**config.mk**
```make
export PLATFORM = sky130hd
export DESIGN_NAME = jfps_rsp_queue
export DESIGN_NICKNAME = d
export VERILOG_FILES = /design/src/rtl/core/jfps_pkg.sv /design/src/rtl/core/jfps_rsp_queue.sv
export SDC_FILE = /design/constraint.sdc
export NUM_CORES = 1
export LEC_CHECK = 0
export ABC_AREA = 1
export BUFFER_PORTS_ARGS = -buffer_cell sky130_fd_sc_hd__buf_2
export CORE_UTILIZATION = 35
export DETAILED_ROUTE_END_ITERATION = 10
export PLACE_DENSITY = 0.5
export SYNTH_ARGS = -nofsm -noshare
export SYNTH_HDL_FRONTEND = slang
export SYNTH_SLANG_ARGS = --single-unit
```
**constraint.sdc**
```tcl
create_clock -name clock -period 4.6 [get_ports clock]
set_input_delay 0.69 -clock clock [delete_from_list [all_inputs] [get_ports clock]]
set_output_delay 0.69 -clock clock [all_outputs]
set_load 0.02 [all_outputs]
```
**src/rtl/core/jfps_pkg.sv**
```systemverilog
package jfps_pkg;

   localparam int MAX_COLS      = 1024;
   localparam int SAMPLE_BITS   = 32;
   localparam int COL_BITS      = $clog2(MAX_COLS);
   localparam int ROW_BITS      = 16;
   localparam int CFG_COLS_BITS = 11;
   localparam int CSR_DATA_BITS = 16;
   localparam int SUM_BITS      = SAMPLE_BITS + 2;
   localparam int QUEUE_DEPTH   = 4;
   localparam int QPTR_BITS     = $clog2(QUEUE_DEPTH);
   localparam int QCNT_BITS     = $clog2(QUEUE_DEPTH + 1);

   localparam logic CSR_GRID_COLS = 1'b0;
   localparam logic CSR_GRID_ROWS = 1'b1;

   localparam logic [CFG_COLS_BITS-1:0] GRID_COLS_RESET = CFG_COLS_BITS'(1024);
   localparam logic [ROW_BITS-1:0]      GRID_ROWS_RESET = ROW_BITS'(1024);

   typedef struct packed {
      logic signed [SAMPLE_BITS-1:0] east;
      logic signed [SAMPLE_BITS-1:0] south;
      logic signed [SAMPLE_BITS-1:0] north_next;
   } ls_rd_type;

   typedef struct packed {
      logic signed [SAMPLE_BITS-1:0] average;
      logic [ROW_BITS-1:0]           out_row;
      logic [COL_BITS-1:0]           out_col;
      logic                          last_of_frame;
   } rsp_type;

endpackage

```
**src/rtl/core/jfps_rsp_queue.sv**
```systemverilog
module jfps_rsp_queue (
   input  logic                              clock,
   input  logic                              reset,
   input  logic                              push,
   input  jfps_pkg::rsp_type                 push_data,
   input  logic                              pop,
   output logic                              valid,
   output jfps_pkg::rsp_type                 head,
   output logic [jfps_pkg::QCNT_BITS-1:0]    count
);

   jfps_pkg::rsp_type                q_ff [jfps_pkg::QUEUE_DEPTH];
   logic [jfps_pkg::QPTR_BITS-1:0]   wr_ptr_ff;
   logic [jfps_pkg::QPTR_BITS-1:0]   rd_ptr_ff;
   logic [jfps_pkg::QCNT_BITS-1:0]   cnt_ff;
   logic [jfps_pkg::QPTR_BITS-1:0]   wr_ptr_in;
   logic [jfps_pkg::QPTR_BITS-1:0]   rd_ptr_in;
   logic [jfps_pkg::QCNT_BITS-1:0]   cnt_in;

   localparam logic [jfps_pkg::QPTR_BITS-1:0] LAST_PTR =
      jfps_pkg::QPTR_BITS'(jfps_pkg::QUEUE_DEPTH - 1);

   always_comb begin
      wr_ptr_in = wr_ptr_ff;
      rd_ptr_in = rd_ptr_ff;
      cnt_in    = cnt_ff;
      if (push) begin
         wr_ptr_in = (wr_ptr_ff == LAST_PTR) ? '0 : wr_ptr_ff + jfps_pkg::QPTR_BITS'(1);
      end
      if (pop) begin
         rd_ptr_in = (rd_ptr_ff == LAST_PTR) ? '0 : rd_ptr_ff + jfps_pkg::QPTR_BITS'(1);
      end
      case ({push, pop})
         2'b10:   cnt_in = cnt_ff + jfps_pkg::QCNT_BITS'(1);
         2'b01:   cnt_in = cnt_ff - jfps_pkg::QCNT_BITS'(1);
         default: cnt_in = cnt_ff;
      endcase
   end

   always_ff @(posedge clock) begin
      if (reset) begin
         wr_ptr_ff <= '0;
         rd_ptr_ff <= '0;
         cnt_ff    <= '0;
      end else begin
         wr_ptr_ff <= wr_ptr_in;
         rd_ptr_ff <= rd_ptr_in;
         cnt_ff    <= cnt_in;
      end
   end

   always_ff @(posedge clock) begin
      if (push) begin
         q_ff[wr_ptr_ff] <= push_data;
      end
   end

   assign valid = (cnt_ff != '0);
   assign head  = q_ff[rd_ptr_ff];
   assign count = cnt_ff;

endmodule

```
### After elaboration in Yosys (flattened, before gate mapping)

Memory sizes are Yosys's and may differ from the RTL's. A register that Yosys moved wholly into a read port is not among the register bits.
Cells that the tools add are included.

| operators by class | value |
|---|---|
| mux-type cells | 7 |
| $add $sub $neg | 4 |
| equality and inequality tests | 4 |
| reduce and logical (&&, ||, !) cells | 2 |

Operator list:

| kind | number |
|---|---|
| two-way mux 2 bit | 4 |
| == test 2 bit, second input constant | 3 |
| case mux 3 bit (2 select lines) | 1 |
| adder 2 x 1 -> 2 bit, second input constant | 2 |
| adder 3 x 1 -> 3 bit, second input constant | 1 |
| nonzero test 3 bit | 1 |
| subtractor 3 x 1 -> 3 bit, second input constant | 1 |
| == test 2 x 1 -> 1 bit, second input constant | 1 |
| two-way mux 1 bit | 2 |
| nonzero test 2 bit | 1 |

| storage, ports and cells | value |
|---|---|
| RAM bits | 236 |
| memories | 1 |
| bits in registers | 7 |
| input bits | 63 |
| output and inout bits | 63 |

Memory list:

| memory | depth | bits a word | rd ports | clocked after Yosys merged registers in | write ports | RTL line | RTL |
|---|---|---|---|---|---|---|---|
| q_ff | 4 | 59 | 1 | 1 | 1 | jfps_rsp_queue.sv:12 | `jfps_pkg::rsp_type q_ff [jfps_pkg::QUEUE_DEPTH];` |

### Logic depth before layout (Yosys ltp)

Gate-level depths: netlist of run 1.

| depth | value |
|---|---|
| depth after elaboration | 4 |
| mapped depth | 8 |

### Worst setup path after synthesis of run 1

Ideal clock, no wire load.

| path | value |
|---|---|
| path kind | input-to-reg |
| start point | in push |
| end point | mem q_ff[3][0] (netlist bit) (enable) |
| stages on the path | 2 |
| arrival | 1887 ps |
| library setup time | 414 ps |
| slack | 2299 ps |
| path through | nand2_1 > inv_1 |

| between the ends | value |
|---|---|
| longest elaborated chain between the ends | 2 |

Ends and longest elaborated chain:

| what | RTL line | RTL |
|---|---|---|
| start, declared | jfps_rsp_queue.sv:4 | `input logic push,` |
| two-way mux 1 bit | jfps_rsp_queue.sv:53 | `if (push) begin` |
| two-way mux 1 bit (implied by the code) | jfps_rsp_queue.sv:54 | `q_ff[wr_ptr_ff] <= push_data;` |
| end, declared | jfps_rsp_queue.sv:12 |  |

Every way passes these cells.

==> results.toml, run 1 <==
[status]
status = "finished clean"

[yosys]
synth_fp_nets = 700
ys_ff_latch = 245
ys_top_cells_by_area = "edfxtp_1, o21ai_0, nor2_1, o22ai_1, dfxtp_1"
syn_inst = 630
yosysTopAreaCellShare = 0.772
syn_avg_cell_area_um2 = 14.6
yosysSeqAreaShare = 0.792
synth_cell_types = 21
synth_top_area_cell = "edfxtp_1"
synth_area_um2 = 9180
yosys_warnings = 0

[drt]
dr.pass1.iters = 4
drtAntennaViolNets = 0
routed_via_density = 4.95
wire_per_inst_um = 18.8
vias = 5480
wl_mm = 20.8
drtIter0Drc = 364
drc = 0

[clock_tree]
cts.sinks = 245
ctsHtreeMaxLevel = 1
cts_buffers = 26
cts_tree = "done"
clkTransAtPathRegs_ps = 60
clk_path_buf_depth = 3
cts-root-buf = "clkbuf_16"
insertion_delay_ps = 510
cts_hold_buffers = 0
post_cts_buffers = 0
postCtsResizedCells = 0

[sta]
hold_viol_final = 0
maxClockFrequency_ghz = 0.296
setup_viol_count_final = 0
setup_tns_ps = 0
rsz0062_at_grt = "no"
relSlewSlack = 0.219
finalMaxSlewViolations = 0
worst_pin_slew_ps = 1170
min_period_ps = 3380
skew_ps = 8.10
min_period_over_period = 0.734

[floorplanning]
num_rows = 58
dieArea_um2 = 26900
core_um2 = 25500
start_util = 0.360
die_x_um = 164
die_h_um = 164
io_pins = 126

[layout]
final_cell_area_um2 = 10900
final_nets = 824
final_common_cell = "edfxtp_1"
syn2layout_area_growth_pct = 19.3
most-common-layout-cells = "edfxtp_1, nor2_1, buf_2"
drive_gt1_frac = 0.235

[critical_path]
cp-start-kind = "register"
r2r_slack_ps = 2390
criticalPathCategory = "register to output port"
crit_path_end = "head[24]"
worst_setup_path_end_kind = "output port"
cp.required_ps = 3910
critical_path_arrival_ps = 2690
rr_worst_depth = 4
timing.rr.start = "wr_ptr_ff[0]"
r2r-end = "q_ff[3][17]"
critPathMaxFanout = 78

[power_and_ir_drop]
netSwitchingFraction = 0.233
pwr-share-comb = 0.104
peakVddDrop_v = 0.000260
power_switching_w = 0.00123
p_per_area_nw_per_um2 = 480
p_int_w = 0.00403
p_leak_nw = 3.87
power.total_w = 0.00525
power.share.clock = 0.402
seq_power_share = 0.495

[placed_design]
place_congestion = 0.700
portBuffers = 125
hpwl_mm = 11.3
placed_area_um2 = 10100

[global_route]
grt_max_degree = 119
antenna_found_initial = 6
grt_overflow_total = 0
grt_pass1_wl_mm = 31.4
track_usage = 0.156
grt_pass1_vias = 5646

[run]
drv_cap = 0

[min_path]
hold_class = "input pin to register"
## cells by family (layout without fill, tap and decap cells)
logic type | count (synthesis) | after routing | share of synthesized area
AOI/OAI and AO/OA | 184 | 184 | 0.108
other | 0 | 2 | 0
DFF | 245 | 245 | 0.792
buffers and inverters | 52 | 196 | 0.0304
and+or+nand+nor | 141 | 141 | 0.0581
xor gates and xnor gates | 1 | 1 | 0.000955
adders and majority gates | 7 | 7 | 0.0104
## synth_stat cells
master and count:
nand4_1 1, clkbuf_4 1, edfxtp_1 236, o21ai_1 5, a21oi_1 3, nor2_1 128
buf_2 13, ha_1 6, o21ai_0 117, inv_4 1, clkbuf_1 9, inv_1 13
clkbuf_2 7, buf_6 7, xnor2_1 1, fa_1 1, nand2_1 11, dfxtp_1 9
o22ai_1 59, inv_2 1, nor3_1 1
## critical path, cell delays in order (launching register included)
cell and delay (ps):
dfxtp_4 630, buf_4 730, o21ai_0 200, o22ai_1 330, buf_2 230
## area by class of cell
| class | count | area (um2) |
|---|---|---|
| Antenna cell | 2 | 5.00 |
| Clock buffer | 33 | 708 |
| Clock inverter | 15 | 173 |
| Fill cell | 2289 | 14500 |
| Inverter | 15 | 60.1 |
| Multi-Input combinational cell | 333 | 1630 |
| Sequential cell | 245 | 7270 |
| Tap cell | 330 | 413 |
| Timing Repair Buffer | 133 | 686 |
## metrics by stage
step	hold WS, ps	instances	setup WS [ps]	utilization
after global placement	486	1056	1790	0.395
after detailed placement	487	1056	1720	0.395
after floorplan	468	630	2300	-
after CTS	361	1104	1170	0.430
final	388	1106	1220	0.430
after global routing	367	1104	1040	0.430
## power by group through the flow
| stage | registers, W | logic [W] | clock network, W |
|---|---|---|---|
| 2_1_floorplan | 0.00264 | 0.000339 | 0 |
| 3_3_place_gp | 0.00264 | 0.000547 | 0 |
| 3_5_place_dp | 0.00265 | 0.000559 | 0 |
| 4_1_cts | 0.00260 | 0.000560 | 0.00216 |
| 5_1_grt | 0.00261 | 0.000603 | 0.00225 |
| 6_report | 0.00260 | 0.000546 | 0.00211 |
## state kept, by name, indices dropped and copies added, names as in the netlist, named ones only
name / flops
count: 3
q_ff: 236
rd_ptr_ff: 2
wr_ptr_ff: 2
## how the worst min path moves through the flow
stage	to	cells past startpoint	from
floorplan	register	2	rd_ptr_ff[0]
global placement	register	2	rd_ptr_ff[0]
detailed placement	register	2	rd_ptr_ff[0]
CTS	wr_ptr_ff[0]	2	reset
global route	wr_ptr_ff[0]	2	reset
finish	wr_ptr_ff[0]	2	reset
## routing by layer
metal  vias up  wire [um]  global-route usage  part of all wire
met1      2678       8960               0.200              0.43
met3        35       1500              0.0414             0.072
met4         8        291              0.0349             0.014
met5         -         46                   0            0.0022
met2       151       9960               0.265              0.48
li1       2608          -                   -                 -
Power figures use the tool's default switching activity.
==> run 2: changes to the inputs <==
==> constraint.sdc (replaced) <==
create_clock -name clock -period 3.2 [get_ports clock]
set_input_delay 0.48 -clock clock [delete_from_list [all_inputs] [get_ports clock]]
set_output_delay 0.48 -clock clock [all_outputs]
set_load 0.02 [all_outputs]
==> results.toml, run 2 (synthesis results as in run 1) <==
[min_path]
hp-start = "push_data[53]"
hold_class = "input pin to register"

[critical_path]
criticalPathCategory = "register to output port"
worst_setup_path_end_kind = "output port"
cp.required_ps = 2720
timing.rr.start = "wr_ptr_ff[1]"
critical_path_arrival_ps = 2220
cp-start-kind = "register"
critPathMaxFanout = 34

[global_route]
grt_overflow_total = 0
track_usage = 0.150
grt_pass1_vias = 5389
antenna_found_initial = 1
grt_pass1_wl_mm = 30.5
grt_max_degree = 119

[clock_tree]
cts_hold_buffers = 0
clk_path_buf_depth = 3
post_cts_buffers = 0
ctsHtreeMaxLevel = 1
postCtsResizedCells = 0
insertion_delay_ps = 520
cts.sinks = 245
cts-root-buf = "clkbuf_16"
clkTransAtPathRegs_ps = 60
cts_tree = "done"
cts_buffers = 26

[status]
status = "finished clean"

[power_and_ir_drop]
peakVddDrop_v = 0.000416
p_per_area_nw_per_um2 = 671
p_leak_nw = 3.84

[run]
drv_cap = 0

[layout]
n_antenna_cell = 0
register_area_um2 = 7270
final_cell_area_um2 = 11000
syn2layout_area_growth_pct = 19.3
most-common-layout-cells = "edfxtp_1, nor2_1, buf_2"
final_nets = 827
post-route-util = 0.430
largest_reg_flops = 236
multiInputGateArea_um2 = 1630
final_common_cell = "edfxtp_1"
largest_register = "q_ff"
num-fill-cells = 2333
drive_gt1_frac = 0.229

[sta]
worst_pin_slew_ps = 728
rsz0062_at_grt = "no"
setup_tns_ps = 0
skew_ps = 11.6
finalMaxSlewViolations = 0
maxClockFrequency_ghz = 0.370
min_period_over_period = 0.845
relSlewSlack = 0.514
setup_viol_count_final = 0
min_period_ps = 2700
hold_viol_final = 0

[drt]
dr.pass1.iters = 4
drc = 0
drtAntennaViolNets = 0
drtIter0Drc = 288
wl_mm = 20.4
routed_via_density = 5.01
wire_per_inst_um = 18.5
vias = 5527

[placed_design]
placed_area_um2 = 10100
portBuffers = 125
hpwl_mm = 11.4
place_congestion = 0.739

[floorplanning]
io_pins = 126
die_x_um = 164
num_rows = 58
start_util = 0.360
die_h_um = 164
dieArea_um2 = 26900
core_um2 = 25500
## run 2: cell types whose count changed in the layout (fill, tap and decap cells not counted), sizes merged
cell	delta
buf	+3
clkbuf	-2
clkinv	-1
diode	-2
clkinvlp	+1
bufinv	-2
## run 2: metal layers
layer / share of wire / global-route usage / vias to the layer above
li1: - / - / 2614
met1: 0.45 / 0.199 / 2731
met5: 0.00054 / 0 / -
met4: 0.022 / 0.0408 / 2
met3: 0.052 / 0.0280 / 36
met2: 0.47 / 0.253 / 144
## run 2: layout make-up
cell class                 count  area share
tap                          330      0.0377
sequential                   245       0.664
clock inverter                13      0.0103
multi-input combinational    333       0.149
clock buffer                  31      0.0631
timing repair buffer         136      0.0704
inverter                      15     0.00548
## run 2: report_power, final
group,internal (W),leakage [nW],switching (W)
Clock,0.00168,0.389,0.00114
Combinational,0.000237,1.21,0.000573
Sequential,0.00369,2.24,0.0000378
## run 2: path summary, 6_finish.rpt
kind / slack [ps] / depth (start not counted) / endpoint
worst max-delay path: 500 / 5 / head[24]
worst min-delay path: 170 / 1 / q_ff[2][53]
worst max register to register: 1320 / 5 / q_ff[0][26]
worst min register to register: 500 / 2 / register
## run 2: worst max-delay path, stage by stage (launching register included)
cell and delay, ps:
dfxtp_2 320, inv_2 470, buf_4 330, o21ai_1 90, o22ai_1 240, buf_2 230
## run 2: through the flow
step	power (W)	instances	setup WS, ps	hold slack [ps]
after floorplan	0.00428	630	1060	468
after global placement	0.00459	1059	1010	475
after detailed placement	0.00462	1059	999	493
after CTS	0.00743	1103	420	144
after global routing	0.00762	1103	283	153
final	0.00735	1103	497	168
